[src/rtl/b64d_pkg.sv]
// Shared types, constants and the character map of the base64 stream decoder.
`default_nettype none
package b64d_pkg;

    typedef struct packed {
        logic [7:0] char_in;
        logic       is_last;
    } t_in_item;

    typedef struct packed {
        logic [7:0] byte_out;
        logic       byte_valid;
        logic       end_of_string;
    } t_out_item;

    // Queue status seen by the front and the back.
    typedef struct packed {
        logic full;
        logic not_empty;
    } t_q_stat;

    localparam logic [1:0] POS_FIRST  = 2'd0;
    localparam logic [1:0] POS_SECOND = 2'd1;
    localparam logic [1:0] POS_THIRD  = 2'd2;
    localparam logic [1:0] POS_FOURTH = 2'd3;

    localparam logic [5:0] SEXTET_INVALID = 6'h3f;
    localparam logic [5:0] SEXTET_PLUS    = 6'd62;
    localparam logic [5:0] SEXTET_SLASH   = 6'd63;

    // Map a character to {ok, sextet}; invalid ones: ok low, sextet all ones.
    function automatic logic [6:0] map_char(input logic [7:0] c);
        logic [7:0] v;
        logic       ok;
        v  = 8'(SEXTET_INVALID);
        ok = 1'b1;
        if (c >= 8'h41 && c <= 8'h5a) begin
            v = c - 8'h41;
        end else if (c >= 8'h61 && c <= 8'h7a) begin
            v = c - 8'h61 + 8'd26;
        end else if (c >= 8'h30 && c <= 8'h39) begin
            v = c - 8'h30 + 8'd52;
        end else if (c == 8'h2b || c == 8'h2d) begin
            v = 8'(SEXTET_PLUS);
        end else if (c == 8'h2f || c == 8'h5f) begin
            v = 8'(SEXTET_SLASH);
        end else begin
            ok = 1'b0;
        end
        return {ok, v[5:0]};
    endfunction

endpackage
`default_nettype wire

[src/rtl/b64d_front.sv]
// Front part: accepts characters, maps them and forms the decoded results.
`default_nettype none
module b64d_front (
    input  wire logic                 i_clk,
    input  wire logic                 i_rst_n,
    input  wire logic                 i_in_valid,
    input  wire b64d_pkg::t_in_item   i_in_item,
    input  wire b64d_pkg::t_q_stat    i_q_stat,
    output logic                      o_in_stall,
    output logic                      o_push,
    output b64d_pkg::t_out_item       o_push_item
);
    import b64d_pkg::*;

    logic [1:0] r_group_pos, n_group_pos;
    logic [5:0] r_prev, n_prev;
    logic       accept;
    logic [6:0] mapped;
    logic       cur_ok;
    logic [5:0] cur;
    logic [7:0] byte_val;
    logic       has_byte;

    assign o_in_stall = i_q_stat.full;
    assign accept     = i_in_valid && !i_q_stat.full;
    assign mapped     = map_char(i_in_item.char_in);
    assign cur_ok     = mapped[6];
    assign cur        = mapped[5:0];

    always_comb begin
        byte_val = 8'h00;
        has_byte = 1'b0;
        unique case (r_group_pos)
            POS_FIRST: begin
                byte_val = 8'h00;
                has_byte = 1'b0;
            end
            POS_SECOND: begin
                byte_val = {r_prev, cur[5:4]};
                has_byte = cur_ok;
            end
            POS_THIRD: begin
                byte_val = {r_prev[3:0], cur[5:2]};
                has_byte = cur_ok;
            end
            POS_FOURTH: begin
                byte_val = {r_prev[1:0], cur};
                has_byte = cur_ok;
            end
            default: begin
                byte_val = 8'h00;
                has_byte = 1'b0;
            end
        endcase
    end

    always_comb begin
        n_group_pos = r_group_pos;
        n_prev      = r_prev;
        if (accept) begin
            if (i_in_item.is_last) begin
                n_group_pos = POS_FIRST;
                n_prev      = 6'h00;
            end else begin
                n_group_pos = r_group_pos + 2'd1;
                n_prev      = cur;
            end
        end
    end

    assign o_push                    = accept && (has_byte || i_in_item.is_last);
    assign o_push_item.byte_out      = has_byte ? byte_val : 8'h00;
    assign o_push_item.byte_valid    = has_byte;
    assign o_push_item.end_of_string = i_in_item.is_last;

    always_ff @(posedge i_clk) begin
        if (!i_rst_n) begin
            r_group_pos <= POS_FIRST;
            r_prev      <= 6'h00;
        end else begin
            r_group_pos <= n_group_pos;
            r_prev      <= n_prev;
        end
    end

endmodule
`default_nettype wire

[src/rtl/b64d_queue.sv]
// Two-entry result queue between the front and the back.
`default_nettype none
module b64d_queue (
    input  wire logic                 i_clk,
    input  wire logic                 i_rst_n,
    input  wire logic                 i_push,
    input  wire b64d_pkg::t_out_item  i_push_item,
    input  wire logic                 i_pop,
    output b64d_pkg::t_out_item       o_head_item,
    output b64d_pkg::t_q_stat         o_q_stat
);
    import b64d_pkg::*;

    t_out_item  r_mem [2];
    logic       r_wr_ptr, r_rd_ptr;
    logic [1:0] r_count, n_count;
    logic       do_push, do_pop;

    assign o_q_stat.full      = (r_count == 2'd2);
    assign o_q_stat.not_empty = (r_count != 2'd0);
    assign o_head_item        = r_mem[r_rd_ptr];

    assign do_push = i_push && !o_q_stat.full;
    assign do_pop  = i_pop && o_q_stat.not_empty;

    always_comb begin
        n_count = r_count;
        priority if (do_push && !do_pop) begin
            n_count = r_count + 2'd1;
        end else if (do_pop && !do_push) begin
            n_count = r_count - 2'd1;
        end
    end

    always_ff @(posedge i_clk) begin
        if (do_push) begin
            r_mem[r_wr_ptr] <= i_push_item;
        end
    end

    always_ff @(posedge i_clk) begin
        if (!i_rst_n) begin
            r_wr_ptr <= 1'b0;
            r_rd_ptr <= 1'b0;
            r_count  <= 2'd0;
        end else begin
            r_count <= n_count;
            if (do_push) begin
                r_wr_ptr <= ~r_wr_ptr;
            end
            if (do_pop) begin
                r_rd_ptr <= ~r_rd_ptr;
            end
        end
    end

endmodule
`default_nettype wire

[src/rtl/b64d_back.sv]
// Back part: output register that delivers queued results downstream.
`default_nettype none
module b64d_back (
    input  wire logic                 i_clk,
    input  wire logic                 i_rst_n,
    input  wire b64d_pkg::t_q_stat    i_q_stat,
    input  wire b64d_pkg::t_out_item  i_head_item,
    input  wire logic                 i_out_stall,
    output logic                      o_pop,
    output logic                      o_out_valid,
    output b64d_pkg::t_out_item       o_out_item
);
    import b64d_pkg::*;

    logic      r_valid;
    t_out_item r_item;

    // Refill when the register is empty or its request leaves this cycle.
    assign o_pop       = i_q_stat.not_empty && (!r_valid || !i_out_stall);
    assign o_out_valid = r_valid;
    assign o_out_item  = r_item;

    always_ff @(posedge i_clk) begin
        if (o_pop) begin
            r_item <= i_head_item;
        end
    end

    always_ff @(posedge i_clk) begin
        if (!i_rst_n) begin
            r_valid <= 1'b0;
        end else if (o_pop) begin
            r_valid <= 1'b1;
        end else if (!i_out_stall) begin
            r_valid <= 1'b0;
        end
    end

endmodule
`default_nettype wire

[src/rtl/base64_stream_decoder_top.sv]
// Top level of the base64 stream decoder: front, result queue and output stage.
// Throughput: one character per cycle, also while the output is stalled until
// the two-entry result queue fills. A result is written into the queue when its
// character is accepted, then loaded into the output register once that register is free.
// Characters that make no result leave no trace downstream.
// Reset (synchronous, active low) clears group position, previous sextet,
// queue pointers and output valid.
`default_nettype none
module base64_stream_decoder_top (
    input  wire logic                 i_clk,
    input  wire logic                 i_rst_n,
    input  wire logic                 i_in_valid,
    output logic                      o_in_stall,
    input  wire b64d_pkg::t_in_item   i_in_item,
    output logic                      o_out_valid,
    input  wire logic                 i_out_stall,
    output b64d_pkg::t_out_item       o_out_item
);
    import b64d_pkg::*;

    t_q_stat   q_stat;
    t_out_item push_item;
    t_out_item head_item;
    logic      push;
    logic      pop;

    b64d_front u_front (
        .i_clk       (i_clk),
        .i_rst_n     (i_rst_n),
        .i_in_valid  (i_in_valid),
        .i_in_item   (i_in_item),
        .i_q_stat    (q_stat),
        .o_in_stall  (o_in_stall),
        .o_push      (push),
        .o_push_item (push_item)
    );

    b64d_queue u_queue (
        .i_clk       (i_clk),
        .i_rst_n     (i_rst_n),
        .i_push      (push),
        .i_push_item (push_item),
        .i_pop       (pop),
        .o_head_item (head_item),
        .o_q_stat    (q_stat)
    );

    b64d_back u_back (
        .i_clk       (i_clk),
        .i_rst_n     (i_rst_n),
        .i_q_stat    (q_stat),
        .i_head_item (head_item),
        .i_out_stall (i_out_stall),
        .o_pop       (pop),
        .o_out_valid (o_out_valid),
        .o_out_item  (o_out_item)
    );

`ifndef SYNTHESIS
    a_no_push_when_full: assert property (@(posedge i_clk) disable iff (!i_rst_n)
        !(push && q_stat.full))
        else $error("result pushed into a full queue");

    a_last_pushes: assert property (@(posedge i_clk) disable iff (!i_rst_n)
        (i_in_valid && !o_in_stall && i_in_item.is_last) |-> push)
        else $error("last character produced no end marker");

    a_out_meaningful: assert property (@(posedge i_clk) disable iff (!i_rst_n)
        o_out_valid |-> ((o_out_item.byte_valid || o_out_item.end_of_string) &&
                         (o_out_item.byte_valid || o_out_item.byte_out == 8'h00)))
        else $error("output result carries neither byte nor end marker");
`endif

endmodule
`default_nettype wire

[config.mk]
export PLATFORM = sky130hd
export DESIGN_NAME = base64_stream_decoder_top
export DESIGN_NICKNAME = d
export VERILOG_FILES = /design/src/rtl/b64d_pkg.sv /design/src/rtl/b64d_front.sv /design/src/rtl/b64d_queue.sv /design/src/rtl/b64d_back.sv /design/src/rtl/base64_stream_decoder_top.sv
export SDC_FILE = /design/constraint.sdc
export NUM_CORES = 1
export LEC_CHECK = 0
export BUFFER_PORTS_ARGS = -buffer_cell sky130_fd_sc_hd__buf_2
export CAP_MARGIN = 10
export CORE_MARGIN = 10
export CORE_UTILIZATION = 30
export DETAILED_ROUTE_END_ITERATION = 7
export PLACE_DENSITY = 0.57
export SYNTH_ARGS = -nofsm -noshare
export SYNTH_HDL_FRONTEND = slang
export SYNTH_HIERARCHICAL = 1
export SYNTH_SLANG_ARGS = --single-unit
[constraint.sdc]
create_clock -name i_clk -period 7.4 [get_ports i_clk]
set_clock_uncertainty 0.2 [all_clocks]
set_input_delay 0.37 -clock i_clk [delete_from_list [all_inputs] [get_ports i_clk]]
set_output_delay 0.37 -clock i_clk [all_outputs]
set_load 0.03 [all_outputs]
==> flow_metrics.tcl <==
set metrics [dict create \
    reg2reg_from "u_queue/r_count[0]$_SDFFE_PN0P_" \
    path_delay_family "simple AND/OR/NAND/NOR gates" \
    synth.avg_cell_area_um2 11.3 \
    vias 1718 \
    start_util_pct 31.2 \
    path_depth 11 \
    num_rows 32 \
    die_area_um2 12100 \
    core_area_um2 7810 \
    yosysTopAreaCellShare_pct 37.0 \
    fin_cells 340 \
    reg2reg_depth 6 \
    postCtsHoldBufs 0 \
    ir_drop_v 0.0000798 \
    grtUsageTotal_pct 8.22 \
    setup_violations 0 \
    diodes 0 \
    syn_nets 243 \
    drc 0 \
    die_h_um 110 \
    cp_num_buf_inv 3 \
    crit_chain "buf_2, inv_1, ha_1, a21o_1, a311o_1, or2_1, a41oi_2, nor2_1, nor2_1, inv_1, nor3_2" \
    synth_flop_cell "edfxtp_1" \
    cts-root-buf "clkbuf_8" \
    regArea_um2 1180 \
    async_reset_ff_share_pct 0 \
    required_ps 7130 \
    ios 25 \
    numPortBuffers 24 \
    synth_common_cells "edfxtp_1 (30), ha_1 (15), dfxtp_1 (14), nor2_1 (14), nor2b_1 (11)" \
    cts_tree "built" \
    layout-drive-gt1-share_pct 21.4 \
    synth_edf_count 30 \
    nFillCells 792 \
    start_kind "primary input" \
    htree_num_levels 2 \
    ant_nets 0 \
    clkTransAtPathRegs_ps 80 \
    netlist_instances 215 \
    whs_ps 148 \
    synth_most_common_cell "edfxtp_1" \
    postCtsSetupBuffers 0 \
    area_delta_synth_final_pct 12.6 \
    critical_path_class "primary input to flip-flop" \
    cp_max_fo 11 \
    gp_congestion 0.879 \
    drt-total-wl_um 5050 \
    startpoint "i_in_item[3]" \
    die_w_um 110 \
    total_leakage_power_nw 0.978 \
    final-hold-violation-count 0 \
    cp-end-kind "flip-flop" \
    cts_resized 0 \
    drt_first_pass_iters 6 \
    clk_latency_ps 290 \
    cp_data_arrival_time_ps 3070 \
    overflow 0 \
    yosysSeqAreaShare_pct 48.5 \
    place_inst 332 \
    grt_antenna_before_repair 0 \
    hp-class "primary input to flip-flop" \
    worstMarginPinSlew_ps 816 \
    synthTopCellsByArea "edfxtp_1 (37%), dfxtp_1 (12%), ha_1 (7.7%), mux2_2 (4.6%), nor2b_1 (2.8%)" \
    period_needed_ps 3350 \
    multi_input_area_um2 1160 \
    cap_violations 0 \
    cts_buffers 5 \
    synth_seq_cells 44 \
    place_ws_ps 3720 \
    slew_viol_final 0 \
    worst_path_max_delay_cell "nor3_2" \
    yosysTopAreaCell "edfxtp_1" \
    clockBufferDepth 2 \
    viasPerCell 5.05 \
    status "completed" \
    drt-initial-drc-count 186 \
    relSlewSlack_pct 45.3 \
    grt_pass1_vias 1608 \
    clock.fmax_mhz 299 \
    worst_r2r_endpoint "u_queue/r_mem[0][6]$_DFFE_PP_" \
    syn_area_um2 2440 \
    cts.sinks 44 \
    timing.final.ws_setup_ps 4050 \
    ys_types 54 \
    yosysWarnings 6 \
    tns_ps 0 \
    rsz0062_at_grt "no" \
    dp_hpwl_um 3720 \
    max_stage_delay_ps 670 \
    grt_max_degree 15 \
    grt_pass1_wl_um 8020 \
    wl_per_cell_um 14.9 \
    finalPower_mw 0.787 \
    reg2reg_slack_ps 4840 \
    fin_crit_sh_pct 45.2 \
    power_density_nw_per_um2 287 \
    crit_end "u_queue/r_mem[0][6]$_DFFE_PP_" \
    num-nets-final 265 \
]
-- worst min path at each step --
stage / from / endpoint / slack (ps) / cells past startpoint
global route: i_out_stall / u_back/o_out_valid$_SDFFE_PN0P_ / 140 / 3
detailed placement: u_front/r_prev[2]$_SDFFE_PN0P_ / u_front/r_prev[2]$_SDFFE_PN0P_ / 290 / 2
CTS: i_out_stall / u_back/o_out_valid$_SDFFE_PN0P_ / 140 / 3
finish: i_out_stall / u_back/o_out_valid$_SDFFE_PN0P_ / 150 / 3
floorplan: u_front/r_prev[2]$_SDFFE_PN0P_ / u_front/r_prev[2]$_SDFFE_PN0P_ / 260 / 2
global placement: u_front/r_prev[2]$_SDFFE_PN0P_ / u_front/r_prev[2]$_SDFFE_PN0P_ / 280 / 2
-- cell type report --
cell class              count  area share (%)
clock buffers               5            2.51
multi-input cells         152            42.3
well taps                 102            4.65
inverters                   9            1.23
repair buffers             25            4.65
flip-flops and latches     44            43.1
clock inverters             3            1.55
-- sequential cells by signal, summed over array words and instances, names as in the netlist, named ones only --
signal / cells
u_back/o_out_item: 10
u_queue/r_wr_ptr: 1
u_back/o_out_valid: 1
u_front/r_prev: 6
u_queue/r_mem: 20
u_queue/r_count: 2
u_queue/r_rd_ptr: 1
u_front/r_group_pos: 2
-- cell usage in the layout (no fill, tap or decap), drive strengths merged, types with 2 or more instances in the layout --
cell type and count:
or2 2, nor3b 3, xnor2 5, nor2 14
nor4 4, buf 25, or3 4, a32oi 2
clkbuf 5, xor2 3, edfxtp 30, nand3 3
nand2b 6, inv 9, clkinv 2, and2 3
nor3 8, o21ai 8, a21oi 8, o32ai 3
a222oi 6, a211oi 2, nand2 5, a21boi 5
mux2 10, a22oi 5, nor2b 11, dfxtp 14
ha 15, nand3b 2
-- worst reg2reg max path: cells and delay by family (launching register included) --
family	cells	cell delay (ps)
buffers and inverters	2	160
flip-flops	1	410
AND/OR/NAND/NOR	4	1440
-- logic make-up after synthesis --
family	share of synthesized area [%]
flip-flops	48.5
multiplexers	5.03
XOR/XNOR	2.88
AND/OR/NAND/NOR	15.4
buffers and inverters	3.85
AO/OA/AOI/OAI	16.6
adder cells (fa/ha/maj)	7.70
-- stage by stage --
step | utilization (%) | cell area [um^2]
floorplan | - | 2440
global placement | 33.7 | 2630
detailed placement | 33.7 | 2630
CTS | 35.1 | 2740
global route | 35.1 | 2740
finish | 35.1 | 2740
-- power breakdown --
part           internal (mW)  leakage, nW  switching (mW)  total (mW)
Sequential             0.330        0.401          0.0273       0.357
Clock                  0.100       0.0558          0.0805       0.180
Combinational         0.0927        0.521           0.156       0.249
Total                  0.523        0.978           0.264       0.787
-- routing by layer --
metal	routed length, um	GRT usage (%)	share of wire, %	vias to the layer above
met5	0	0	0	-
met2	2480	13.3	49	44
li1	-	-	-	854
met3	251	2.21	5.0	4
met1	2240	10.2	44	816
met4	78	3.30	1.5	0
No activity file was read; power rests on OpenSTA's default activity.
